<file path="src/swbm_pkg.sv">
// ----------------------------------------------------------------------------
// swbm_pkg
// Shared types and constants for the single-wire byte master.
// ----------------------------------------------------------------------------
`default_nettype none

package swbm_pkg;

  localparam int DATA_BITS_DEF = 8;

  localparam int CFG_INDEX_W = 2;
  localparam int CFG_DATA_W  = 8;

  // Register indexes on the configuration port
  localparam logic [CFG_INDEX_W-1:0] REG_SHORT  = 2'd0;
  localparam logic [CFG_INDEX_W-1:0] REG_LONG   = 2'd1;
  localparam logic [CFG_INDEX_W-1:0] REG_SAMPLE = 2'd2;
  localparam logic [CFG_INDEX_W-1:0] REG_HOLD   = 2'd3;

  // Register reset values (ticks)
  localparam logic [CFG_DATA_W-1:0] SHORT_RST  = 8'd10;
  localparam logic [CFG_DATA_W-1:0] LONG_RST   = 8'd50;
  localparam logic [CFG_DATA_W-1:0] SAMPLE_RST = 8'd18;
  localparam logic [CFG_DATA_W-1:0] HOLD_RST   = 8'd15;

  // Tick operations
  localparam logic [1:0] OP_TICK  = 2'd0;
  localparam logic [1:0] OP_WRITE = 2'd1;
  localparam logic [1:0] OP_READ  = 2'd2;

  typedef struct packed {
    logic [1:0] op;
    logic [7:0] write_data;
    logic       line_in;
  } in_t;

  typedef struct packed {
    logic       line_drive;
    logic       line_release;
    logic       sample_mark;
    logic       busy_res;
    logic       done_res;
    logic [7:0] read_data;
  } out_t;

endpackage

`default_nettype wire

</file>
<file path="src/single_wire_byte_master_top.sv">
// ----------------------------------------------------------------------------
// single_wire_byte_master_top
// Tick-stepped master for a custom single-wire link: byte write and read.
// ----------------------------------------------------------------------------
// Each accepted input transfer is one 1 us tick carrying the sampled line
// level and optionally a write or read start (ignored while a sequence runs).
// Every tick yields exactly one result transfer, registered at acceptance
// into the output register or skid; a new tick can be taken every cycle
// while in_stall is low. The phase sequencer and its 8-bit tick counter
// settle in one pass between the input handshake and the result register.
// A two-deep result buffer (output register plus skid) lets input continue
// while one result waits; in_stall rises only when both hold results. Delay
// registers take effect at once, a value of zero gives a 256-tick phase,
// and edge waits have no timeout. No clearing pass after reset.
`default_nettype none

module single_wire_byte_master_top #(
  parameter int DATA_BITS = swbm_pkg::DATA_BITS_DEF
) (
  input  wire                                  clk,
  input  wire                                  rst,
  input  wire                                  in_valid,
  output logic                                 in_stall,
  input  swbm_pkg::in_t                        in_data,
  output logic                                 out_valid,
  input  wire                                  out_stall,
  output swbm_pkg::out_t                       out_data,
  input  wire                                  cfg_write,
  input  wire  [swbm_pkg::CFG_INDEX_W-1:0]     cfg_index,
  input  wire  [swbm_pkg::CFG_DATA_W-1:0]      cfg_data
);

  localparam int IDX_W = (DATA_BITS > 1) ? $clog2(DATA_BITS) : 1;
  localparam logic [IDX_W-1:0] IDX_TOP = IDX_W'(DATA_BITS - 1);

  typedef enum logic [4:0] {
    P_IDLE,
    W_L1, W_H1, W_L2, W_H2,
    WB_L1, WB_H1, WB_L2, WB_D, WB_H,
    WE_L, WE_H,
    R_L1, R_H1, R_H2, R_H3, R_L2, R_H4,
    R_SYNL, R_SYNH, R_BWL, R_BWH, R_SDLY, R_SAMP, R_HDLY, R_BWH2
  } phase_t;

  typedef enum logic [2:0] {
    K_NONE, K_SHORT, K_LONG, K_SAMPLE, K_HOLD
  } kind_t;

  // Delay registers
  logic [7:0] short_delay;
  logic [7:0] long_delay;
  logic [7:0] sample_delay;
  logic [7:0] hold_delay;

  // Sequencer state
  phase_t                 phase;
  logic [7:0]             tick_count;
  logic [IDX_W-1:0]       bit_index;
  logic [DATA_BITS-1:0]   send_shift;
  logic [DATA_BITS-1:0]   receive_shift;
  logic [DATA_BITS-1:0]   last_read;

  phase_t                 phase_next;
  logic [7:0]             tick_count_next;
  logic [IDX_W-1:0]       bit_index_next;
  logic [DATA_BITS-1:0]   send_shift_next;
  logic [DATA_BITS-1:0]   receive_shift_next;
  logic [DATA_BITS-1:0]   last_read_next;
  swbm_pkg::out_t         result;

  // Result buffer
  logic                   skid_valid;
  swbm_pkg::out_t         skid_data;

  logic accept;
  logic out_take;

  assign accept   = in_valid && !in_stall;
  assign out_take = out_valid && !out_stall;
  assign in_stall = skid_valid;

  always_comb begin
    phase_t     ph;
    kind_t      kind;
    logic [7:0] limit;
    logic [7:0] tc_inc;
    logic       drive;
    logic       rel;
    logic       mark;
    logic       done;

    ph                 = phase;
    tick_count_next    = tick_count;
    bit_index_next     = bit_index;
    send_shift_next    = send_shift;
    receive_shift_next = receive_shift;
    last_read_next     = last_read;
    done               = 1'b0;
    mark               = 1'b0;

    // A start in idle already shows its first phase on this tick
    if (phase == P_IDLE) begin
      if (in_data.op == swbm_pkg::OP_WRITE) begin
        ph              = W_L1;
        send_shift_next = DATA_BITS'(in_data.write_data);
        bit_index_next  = IDX_TOP;
        tick_count_next = 8'd0;
      end else if (in_data.op == swbm_pkg::OP_READ) begin
        ph                 = R_L1;
        receive_shift_next = '0;
        bit_index_next     = IDX_TOP;
        tick_count_next    = 8'd0;
      end
    end

    case (ph)
      W_L1, W_H1, W_L2, W_H2, WB_H,
      R_L1, R_H1, R_H2, R_H3:           kind = K_LONG;
      WB_L1, WB_H1, WB_L2, WB_D,
      WE_L, WE_H, R_L2, R_H4:           kind = K_SHORT;
      R_SDLY:                           kind = K_SAMPLE;
      R_HDLY:                           kind = K_HOLD;
      default:                          kind = K_NONE;
    endcase

    rel   = 1'b0;
    case (ph)
      W_L1, W_L2, WB_L1, WB_L2, WE_L,
      R_L1, R_L2:                       drive = 1'b0;
      WB_D:                             drive = send_shift_next[bit_index_next];
      R_SYNL, R_SYNH, R_BWL, R_BWH,
      R_SDLY, R_SAMP, R_HDLY, R_BWH2: begin
        drive = 1'b1;
        rel   = 1'b1;
      end
      default:                          drive = 1'b1;
    endcase

    if (ph == WB_D || ph == R_SAMP) begin
      mark = 1'b1;
    end

    case (kind)
      K_SHORT:  limit = short_delay;
      K_LONG:   limit = long_delay;
      K_SAMPLE: limit = sample_delay;
      default:  limit = hold_delay;
    endcase

    tc_inc     = tick_count_next + 8'd1;
    phase_next = ph;

    if (kind != K_NONE) begin
      tick_count_next = tc_inc;
      if (tc_inc == limit) begin
        tick_count_next = 8'd0;
        case (ph)
          WB_H: begin
            if (bit_index_next == '0) begin
              phase_next = WE_L;
            end else begin
              bit_index_next = bit_index_next - IDX_W'(1);
              phase_next     = WB_L1;
            end
          end
          WE_H: begin
            done       = 1'b1;
            phase_next = P_IDLE;
          end
          R_H4:    phase_next = R_SYNL;
          R_SDLY:  phase_next = R_SAMP;
          R_HDLY:  phase_next = R_BWH2;
          default: phase_next = phase_t'(5'(ph) + 5'd1);
        endcase
      end
    end else begin
      case (ph)
        R_SYNL: if (in_data.line_in)  phase_next = R_SYNH;
        R_SYNH: if (!in_data.line_in) phase_next = R_BWL;
        R_BWL:  if (in_data.line_in)  phase_next = R_BWH;
        R_BWH: begin
          if (!in_data.line_in) begin
            phase_next      = R_SDLY;
            tick_count_next = 8'd0;
          end
        end
        R_SAMP: begin
          if (in_data.line_in) begin
            receive_shift_next[bit_index_next] = 1'b1;
          end
          phase_next      = R_HDLY;
          tick_count_next = 8'd0;
        end
        R_BWH2: begin
          if (!in_data.line_in) begin
            if (bit_index_next == '0) begin
              last_read_next = receive_shift_next;
              phase_next     = P_IDLE;
              done           = 1'b1;
            end else begin
              bit_index_next = bit_index_next - IDX_W'(1);
              phase_next     = R_BWL;
            end
          end
        end
        default: ;
      endcase
    end

    result.line_drive   = drive;
    result.line_release = rel;
    result.sample_mark  = mark;
    result.busy_res     = (ph != P_IDLE);
    result.done_res     = done;
    result.read_data    = 8'(last_read_next);
  end

  always_ff @(posedge clk) begin
    if (rst) begin
      short_delay   <= swbm_pkg::SHORT_RST;
      long_delay    <= swbm_pkg::LONG_RST;
      sample_delay  <= swbm_pkg::SAMPLE_RST;
      hold_delay    <= swbm_pkg::HOLD_RST;
    end else if (cfg_write) begin
      case (cfg_index)
        swbm_pkg::REG_SHORT:  short_delay  <= cfg_data;
        swbm_pkg::REG_LONG:   long_delay   <= cfg_data;
        swbm_pkg::REG_SAMPLE: sample_delay <= cfg_data;
        swbm_pkg::REG_HOLD:   hold_delay   <= cfg_data;
        default: ;
      endcase
    end
  end

  always_ff @(posedge clk) begin
    if (rst) begin
      phase         <= P_IDLE;
      tick_count    <= 8'd0;
      bit_index     <= IDX_TOP;
      send_shift    <= '0;
      receive_shift <= '0;
      last_read     <= '0;
    end else if (accept) begin
      phase         <= phase_next;
      tick_count    <= tick_count_next;
      bit_index     <= bit_index_next;
      send_shift    <= send_shift_next;
      receive_shift <= receive_shift_next;
      last_read     <= last_read_next;
    end
  end

  // Output register with one skid entry behind it
  always_ff @(posedge clk) begin
    if (rst) begin
      out_valid  <= 1'b0;
      skid_valid <= 1'b0;
    end else if (!out_valid || out_take) begin
      if (skid_valid) begin
        out_valid  <= 1'b1;
        out_data   <= skid_data;
        skid_valid <= 1'b0;
      end else begin
        out_valid  <= accept;
        out_data   <= result;
      end
    end else if (accept) begin
      skid_valid <= 1'b1;
      skid_data  <= result;
    end
  end

endmodule

`default_nettype wire

</file>
<file path="config.mk">
export PLATFORM = sky130hd
export DESIGN_NAME = single_wire_byte_master_top
export DESIGN_NICKNAME = d
export VERILOG_FILES = /design/src/swbm_pkg.sv /design/src/single_wire_byte_master_top.sv
export SDC_FILE = /design/constraint.sdc
export NUM_CORES = 1
export LEC_CHECK = 0
export ABC_AREA = 1
export BUFFER_PORTS_ARGS = -buffer_cell sky130_fd_sc_hd__buf_2
export CORE_MARGIN = 2
export CORE_UTILIZATION = 30
export CTS_BUF_LIST = sky130_fd_sc_hd__clkbuf_16
export DETAILED_ROUTE_END_ITERATION = 8
export HOLD_SLACK_MARGIN = 0.12
export MAX_ROUTING_LAYER = met4
export SLEW_MARGIN = 20
export SYNTH_ARGS = -nofsm -noshare
export SYNTH_HDL_FRONTEND = slang
export SYNTH_SLANG_ARGS = --single-unit
</file>
<file path="constraint.sdc">
create_clock -name clk -period 7.7 [get_ports clk]
set_input_delay 1.54 -clock clk [delete_from_list [all_inputs] [get_ports clk]]
set_output_delay 1.54 -clock clk [all_outputs]
set_load 0.05 [all_outputs]
</file>
==> flow_metrics.env, run 1 <==
export IMPL_drive_gt1_share_pct=12.4
export IMPL_area_growth_pct=12.4
export IMPL_maxCapViolCount=0
export IMPL_overflow=0
export IMPL_worstMarginPinSlew_ns=0.861
export IMPL_tritoncts="done"
export IMPL_netlist_area_sq_um=5850
export IMPL_die_w_um=144
export IMPL_cp_slowest_cell="nor3b_4"
export IMPL_rsz0062_at_grt="no"
export IMPL_async_reset_ff_share_pct=0
export IMPL_peakVddDrop_v=0.000167
export IMPL_clkTransAtPathRegs_ns=0.08
export IMPL_dr_pass1_iters=5
export IMPL_setup_slack_ns=2.78
export IMPL_postCtsSetupBuffers=0
export IMPL_die_area_sq_um=20600
export IMPL_synth_warnings=0
export IMPL_drt_vias_per_instance=4.72
export IMPL_sw_frac_of_total_pct=47.8
export IMPL_dpl_worst_slack_ns=2.44
export IMPL_clk_path_buf_depth=2
export IMPL_cp_common_cell="nand2_1"
export IMPL_crit_arrival_ns=5.04
export IMPL_start_kind="input pin"
export IMPL_finalCriticalPeriod_ns=4.92
export IMPL_grt_pass1_vias=4924
export IMPL_status="complete, no violations"
export IMPL_finClkSkew_ns=0.00990
export IMPL_cp_cell_sequence="buf_2, inv_1, nand2_1, nor2_4, nor2_1, ha_1, ha_1, nand3b_1, nand3_2, nand2_2, nor3b_4, nand3_4, nand2_1, o21ai_1, nand2_1, nand2_1"
export IMPL_place_area_sq_um=6270
export IMPL_synth_cells=858
export IMPL_io_buffers=40
export IMPL_crit_family="simple AND/OR/NAND/NOR gates"
export IMPL_n_antenna_cell=0
export IMPL_antenna_found_initial=0
export IMPL_setup_viol=0
export IMPL_cts_made_buffers=9
export IMPL_cts_root_buf="clkbuf_16"
export IMPL_fmax_mhz=203
export IMPL_dp_hpwl_mm=11.0
export IMPL_final_cell_area_sq_um=6570
export IMPL_gp_congestion=0.953
export IMPL_initialDrtViolationCount=417
export IMPL_holdBufCountCts=0
export IMPL_drv_slew=0
export IMPL_die_y_um=144
export IMPL_synth_seq_cells=100
export IMPL_p_seq_share_pct=29.2
export IMPL_endpoint_kind="register"
export IMPL_cp_buffers_inverters=2
export IMPL_p_int_mw=1.13
export IMPL_core_sq_um=19300
export IMPL_grt_pass1_wl_mm=24.7
export IMPL_cp_max_fo=18
export IMPL_required_ns=7.82
export IMPL_relSlewSlack_pct=42.1
export IMPL_p_clk_share_pct=21.5
export IMPL_p_sw_mw=1.03
export IMPL_avgSynthCellArea_sq_um=6.82
export IMPL_routed_wl_mm=15.0
export IMPL_cts_resized=0
export IMPL_start_util_pct=30.4
export IMPL_p_per_area_nw_per_um2=329
export IMPL_post_route_period_util_pct=63.9
export IMPL_vias=5447
export IMPL_synth_ff_type="dfxtp_1"
export IMPL_rows=51
export IMPL_p_leak_nw=2.98
export IMPL_globalRouteTotalUtil_pct=15.5
export IMPL_drc=0
export IMPL_wl_per_cell_um=12.9
export IMPL_hp_class="reg -> reg"
export IMPL_htree_levels=3
export IMPL_ant_nets=0
export IMPL_grt_max_degree=42
export IMPL_totalPowerFinal_mw=2.16
export IMPL_synth_edf_count=26
export IMPL_combPwrFrac_pct=49.3
export IMPL_clock_sinks=100
export IMPL_hold_violations=0
export IMPL_critPathMaxStageDelay_ns=0.74
export IMPL_syn_nets=893
export IMPL_tns_ns=0
export IMPL_ys_types=44
export IMPL_ios=41
export IMPL_synth_yosys_seq_area_share_pct=38.7
export IMPL_critical_path_class="in -> reg"
export IMPL_finish_net_count=920
export IMPL_clk_latency_ns=0.36
through the flow:
stage | utilization [%] | cells | hold slack [ns]
2_1_floorplan | - | 858 | 0.424
3_3_place_gp | 32.5 | 1139 | 0.448
3_5_place_dp | 32.5 | 1139 | 0.449
4_1_cts | 34.1 | 1155 | 0.463
5_1_grt | 34.1 | 1155 | 0.489
6_report | 34.1 | 1155 | 0.465
path summary, 6_finish.rpt:
| kind | startpoint | endpoint | slack [ns] | cells past startpoint |
|---|---|---|---|---|
| hold / removal | hold_delay[5] | hold_delay[5] | 0.46 | 2 |
| hold reg to reg | hold_delay[5] | hold_delay[5] | 0.46 | 2 |
| setup reg to reg | phase[4] | out_data[4] | 3.27 | 15 |
| setup / recovery | in_data[10] | out_data[4] | 2.78 | 16 |
area by class of cell:
cell class	count	area (sq um)
Multi-Input combinational cell	611	3000
Fill cell	2131	12700
Clock inverter	7	75.1
Timing Repair Buffer	45	238
Sequential cell	100	2260
Inverter	118	445
Tap cell	265	332
Clock buffer	9	225
cells in the mapped netlist, types with 2 or more instances:
library cell  number  area [sq um]
xor2_1             3          26.3
nand3b_1           2          15.0
o21ai_1           11          55.1
inv_2             10          37.5
a211oi_1           2          15.0
nor2_1            92           345
nand3_2            2          20.0
o21ai_2            7          61.3
ha_1               9           113
nand2_2            5          31.3
nand2_1          211           792
a21oi_1           54           270
dfxtp_1           74          1480
o211ai_1           2          15.0
nand3_1           65           325
a21oi_2            2          17.5
buf_4              3          22.5
buf_6              3          33.8
inv_1            105           394
clkbuf_1          18          67.6
clkinv_1           2          7.51
nor2_4             4          45.0
buf_2              4          20.0
nor2_2             9          56.3
edfxtp_1          26           781
a31oi_1           13          81.3
o21ai_0           76           380
nand4_1           15          93.8
nor3_1            14          70.1
cells by family after synthesis:
family,count (synthesis),synth area share (%)
adder cells (fa/ha/maj),9,1.93
AO/OA/AOI/OAI,171,16.0
flip-flops,100,38.7
buffers and inverters,147,10.1
AND/OR/NAND/NOR,427,32.6
XOR/XNOR,4,0.599
power groups by stage:
stage	clock network (mW)	logic [mW]	registers [mW]
3_5_place_dp	0	1.06	0.641
6_report	0.465	1.07	0.630
4_1_cts	0.480	1.06	0.629
3_3_place_gp	0	1.05	0.641
2_1_floorplan	0	0.842	0.660
5_1_grt	0.499	1.20	0.636
placed cells by master (no fill, tap or decap), types with 3 or more instances in the layout:
cell	netlist	routed
nand2_2	5	5
nor2_4	4	4
nand3_1	65	65
nor3_1	14	14
o21ai_2	7	7
nand4_1	15	15
o21ai_1	11	11
buf_2	4	40
dfxtp_1	74	74
buf_4	3	5
inv_8	0	3
inv_1	105	105
inv_2	10	10
a21oi_1	54	54
ha_1	9	9
nor2_2	9	10
o21ai_0	76	76
a31oi_1	13	13
edfxtp_1	26	26
nand2_1	211	211
xor2_1	3	3
nor2_1	92	91
clkbuf_16	0	9
sequential cells by signal, summed over array words and instances, names as in the netlist, 5 cells and up:
register	count
long_delay	8
phase	5
out_data	13
last_read	8
receive_shift	8
tick_count	8
sample_delay	8
hold_delay	8
skid_data	13
send_shift	8
short_delay	8
routing by layer:
metal  GRT usage, %  vias to the layer above  share of wire [%]
li1               -                     2865                  -
met3           3.00                       15                5.1
met5              -                        -                  0
met4           3.87                        0                1.2
met2           24.4                      131                 45
met1           20.5                     2436                 49
worst register-to-register path: cells and delay by family (launching register included):
family	cells	cell delay (ns)
simple gates	12	2.98
fa+ha+maj	2	0.61
flops	1	0.49
compound gates	1	0.11
Power figures use the tool's default switching activity.
==> run 2: changes to the inputs <==
clock period = 4.3 ns   (was 7.7 ns; I/O delays follow)
==> flow_metrics.env, run 2 (synthesis gave the netlist of run 1 again) <==
export IMPL_cp_cell_sequence="nor2_2, nand3_2, nor2_4, nor2_1, buf_4, inv_1, ha_1, inv_1, nand4_1, nand2_1, nand2_1, nand2_1, o21ai_0, nand3_1, nand2_1, nor2_1, nor2_1, nand2_1, nor2_1, nand2_2, o21ai_2, nand2_1, nand2_1"
export IMPL_worstMarginPinSlew_ns=0.892
export IMPL_grt_pass1_vias=5034
export IMPL_crit_arrival_ns=4.09
export IMPL_cp_slowest_cell="dfxtp_1"
export IMPL_critPathMaxStageDelay_ns=0.40
export IMPL_postCtsSetupBuffers=0
export IMPL_hp_class="reg -> reg"
export IMPL_final_cell_area_sq_um=6620
export IMPL_tns_ns=0
export IMPL_n_antenna_cell=0
export IMPL_fmax_mhz=258
export IMPL_finClkSkew_ns=0.00891
export IMPL_routed_wl_mm=15.1
export IMPL_maxCapViolCount=0
export IMPL_area_growth_pct=13.2
export IMPL_p_per_area_nw_per_um2=592
export IMPL_drt_vias_per_instance=4.79
export IMPL_critical_path_class="reg -> reg"
export IMPL_fin_util_pct=34.4
export IMPL_required_ns=4.52
export IMPL_reg2reg_slack_ns=0.43
export IMPL_finish_net_count=926
export IMPL_globalRouteTotalUtil_pct=15.7
export IMPL_endpoint_kind="register"
export IMPL_tritoncts="done"
export IMPL_grt_pass1_wl_mm=25.2
export IMPL_holdBufCountCts=0
export IMPL_rows=51
export IMPL_htree_levels=3
export IMPL_ios=41
export IMPL_dp_hpwl_mm=11.1
export IMPL_drv_slew=0
export IMPL_top_regs="out_data: 13 flops, skid_data: 13 flops"
export IMPL_die_w_um=144
export IMPL_cts_root_buf="clkbuf_16"
export IMPL_cts_resized=0
export IMPL_overflow=0
export IMPL_clk_path_buf_depth=2
export IMPL_start_util_pct=30.4
export IMPL_clkTransAtPathRegs_ns=0.07
export IMPL_setup_viol=0
export IMPL_fillers=2137
export IMPL_wl_per_cell_um=13.0
export IMPL_peakVddDrop_v=0.000277
export IMPL_gp_congestion=0.933
export IMPL_cp_common_cell="nand2_1"
export IMPL_relSlewSlack_pct=40.1
export IMPL_drive_gt1_share_pct=12.9
export IMPL_cp_buffers_inverters=3
export IMPL_initialDrtViolationCount=422
export IMPL_status="complete, no violations"
export IMPL_start_kind="register"
export IMPL_grt_max_degree=52
export IMPL_place_area_sq_um=6320
export IMPL_p_leak_nw=3.01
export IMPL_antenna_found_initial=0
export IMPL_final_cells=1161
export IMPL_ant_nets=0
export IMPL_dp_cells=1145
export IMPL_drc=0
export IMPL_io_buffers=40
export IMPL_cp_max_fo=18
export IMPL_vias=5561
export IMPL_finalCriticalPeriod_ns=3.87
export IMPL_cts_made_buffers=9
export IMPL_dr_pass1_iters=5
export IMPL_post_route_period_util_pct=90.1
export IMPL_rsz0062_at_grt="no"
export IMPL_hold_violations=0
export IMPL_final_common_cell="nand2_1"
export IMPL_die_area_sq_um=20600
export IMPL_crit_family="simple AND/OR/NAND/NOR gates"
export IMPL_clock_sinks=100
export IMPL_clk_latency_ns=0.36
export IMPL_die_y_um=144
export IMPL_core_sq_um=19300
export IMPL_layout_common_cells="nand2_1, inv_1, nor2_1, o21ai_0, dfxtp_1"
run 2: area by class of cell:
| type | count | area, sq um | share of cell area [%] |
|---|---|---|---|
| Clock buffer | 9 | 225 | 3.40 |
| Multi-Input combinational cell | 611 | 3000 | 45.2 |
| Clock inverter | 7 | 80.1 | 1.21 |
| Inverter | 118 | 445 | 6.72 |
| Timing Repair Buffer | 51 | 283 | 4.27 |
| Tap cell | 265 | 332 | 5.01 |
| Sequential cell | 100 | 2260 | 34.2 |
run 2: power by group:
| part | internal, mW | total [mW] | switching (mW) |
|---|---|---|---|
| clock | 0.413 | 0.828 | 0.414 |
| combinational | 0.596 | 1.98 | 1.39 |
| sequential | 1.06 | 1.11 | 0.0533 |
| total | 2.07 | 3.92 | 1.86 |
run 2: through the flow:
| step | power [mW] | setup slack (ns) | hold slack, ns |
|---|---|---|---|
| floorplan | 2.69 | 0.783 | 0.424 |
| global placement | 3.10 | 0.226 | 0.436 |
| detailed placement | 3.10 | 0.176 | 0.444 |
| CTS | 3.93 | 0.486 | 0.463 |
| global route | 4.25 | 0.0528 | 0.489 |
| finish | 3.92 | 0.427 | 0.463 |
run 2: worst paths after layout:
kind | cells after the start | to | start
worst max-delay path | 23 | out_data[8] | phase[3]
worst min-delay path | 2 | long_delay[1] | long_delay[1]
worst max register to register | 23 | out_data[8] | phase[3]
worst min register to register | 2 | long_delay[1] | long_delay[1]
run 2: per-layer routing:
layer  vias to the layer above  track usage [%]  part of all wire (%)
li1                       2855                -                     -
met1                      2523             20.7                    48
met2                       156             24.6                    44
met3                        27             2.67                   5.4
met4                         0             5.06                   2.2
met5                         -                -                     0
run 2: tightest hold or removal path, stage by stage (launching register included):
cell	delay [ns]
dfxtp_1	0.33
nand2_1	0.05
nand3_1	0.05
==> run 3: changes to the inputs <==
CORE_MARGIN = 4   (was 2)
==> flow_metrics.env, run 3 (synthesis gave the netlist of run 1 again) <==
export IMPL_p_leak_nw=3.03
export IMPL_clock_sinks=100
export IMPL_rows=50
export IMPL_combPwrFrac_pct=50.2
export IMPL_worstMarginPinSlew_ns=0.721
export IMPL_fmax_mhz=270
export IMPL_cts_made_buffers=9
export IMPL_critical_path_class="reg -> reg"
export IMPL_die_y_um=148
export IMPL_rsz0062_at_grt="no"
export IMPL_tritoncts="done"
export IMPL_final_cell_area_sq_um=6650
export IMPL_ant_nets=0
export IMPL_core_sq_um=19000
export IMPL_clk_latency_ns=0.35
export IMPL_gp_congestion=0.909
export IMPL_antenna_found_initial=0
export IMPL_cp_max_fo=17
export IMPL_finish_net_count=928
export IMPL_hp_class="reg -> reg"
export IMPL_fin_util_pct=35.1
export IMPL_die_area_sq_um=21800
export IMPL_start_kind="register"
export IMPL_top_regs="out_data: 13 flops, skid_data: 13 flops"
export IMPL_final_common_cell="nand2_1"
export IMPL_cts_resized=0
export IMPL_overflow=0
export IMPL_endpoint_kind="register"
export IMPL_io_buffers=40
export IMPL_dr_pass1_iters=5
export IMPL_totalPowerFinal_mw=3.99
export IMPL_finClkSkew_ns=0.00944
export IMPL_area_growth_pct=13.6
export IMPL_p_int_mw=2.12
export IMPL_drt_vias_per_instance=4.76
export IMPL_ios=41
export IMPL_setup_viol=0
export IMPL_layout_common_cells="nand2_1, inv_1, nor2_1, o21ai_0, dfxtp_1"
export IMPL_vias=5517
export IMPL_htree_levels=3
export IMPL_globalRouteTotalUtil_pct=14.4
export IMPL_peakVddDrop_v=0.000267
export IMPL_grt_pass1_wl_mm=25.5
export IMPL_postCtsSetupBuffers=0
export IMPL_p_clk_share_pct=21.8
export IMPL_status="complete, no violations"
export IMPL_initialDrtViolationCount=297
export IMPL_maxCapViolCount=0
export IMPL_tns_ns=0
export IMPL_finalCriticalPeriod_ns=3.70
export IMPL_crit_arrival_ns=3.94
export IMPL_drc=0
export IMPL_place_area_sq_um=6320
export IMPL_start_util_pct=30.9
export IMPL_p_seq_share_pct=28.0
export IMPL_sw_frac_of_total_pct=46.8
export IMPL_relSlewSlack_pct=51.9
export IMPL_post_route_period_util_pct=86.0
export IMPL_hold_violations=0
export IMPL_n_antenna_cell=0
export IMPL_p_sw_mw=1.87
export IMPL_wl_per_cell_um=12.8
export IMPL_cts_root_buf="clkbuf_16"
export IMPL_dp_hpwl_mm=11.0
export IMPL_p_per_area_nw_per_um2=600
export IMPL_required_ns=4.54
export IMPL_clkTransAtPathRegs_ns=0.08
export IMPL_grt_max_degree=45
export IMPL_holdBufCountCts=0
export IMPL_drive_gt1_share_pct=13.1
export IMPL_grt_pass1_vias=5180
export IMPL_hold_slack_ns=0.461
export IMPL_die_w_um=148
export IMPL_clk_path_buf_depth=2
export IMPL_routed_wl_mm=14.9
export IMPL_reg2reg_slack_ns=0.60
export IMPL_drv_slew=0
==> run 3: cell types whose count changed in the layout (fill, tap and decap cells not counted), sizes merged <==
cell,change
inv,+1
clkinv,-2
buf,+2
bufinv,+1
==> run 3: metrics by stage <==
stage               std cells  setup WS, ns
floorplan                 858         0.783
global placement         1142         0.287
detailed placement       1142         0.304
CTS                      1158         0.609
global route             1158         0.121
finish                   1158         0.601
==> run 3: critical path, stage by stage (launching register included) <==
cell and delay [ns]:
dfxtp_1 0.54, nor2_2 0.12, nand3_2 0.12, nor2_4 0.04, buf_4 0.19, nor2_4 0.28
inv_1 0.22, nor2_1 0.38, ha_1 0.26, inv_1 0.05, nor2_1 0.12, nand4_1 0.13
nor2_1 0.11, nand2_1 0.05, nand2_1 0.08, inv_1 0.05, nand2_1 0.06, nand2_1 0.07
nand2_1 0.09, nor2_1 0.06, nand2_2 0.16, clkinv_1 0.14, nand2_1 0.08, nand3_1 0.06
nand3_1 0.07, nand2_1 0.05
==> run 3: layout make-up <==
class                           instances  area [sq um]
Multi-Input combinational cell        611          3000
Tap cell                              260           325
Timing Repair Buffer                   53           298
Clock buffer                            9           225
Inverter                              118           445
Sequential cell                       100          2260
Clock inverter                          7          93.8
Fill cell                            2086         12300
==> run 3: power by group through the flow <==
stage	combinational, mW	sequential, mW	clock (mW)
5_1_grt	2.27	1.12	0.931
2_1_floorplan	1.51	1.18	0
3_5_place_dp	1.99	1.14	0
3_3_place_gp	1.99	1.14	0
4_1_cts	1.99	1.11	0.895
6_report	2.00	1.12	0.870
==> run 3: final timing paths <==
check	to	depth (start not counted)	from
max	bit_index[1]	25	phase[1]
min	hold_delay[0]	2	hold_delay[0]
max reg2reg	bit_index[1]	25	phase[1]
min reg2reg	hold_delay[0]	2	hold_delay[0]
==> run 3: per-layer routing <==
metal,up-vias,GRT usage [%],share of wire [%]
li1,2871,-,-
met4,0,3.54,1.4
met5,-,-,0
met1,2512,19.2,49
met3,16,2.79,4.7
met2,118,22.6,45
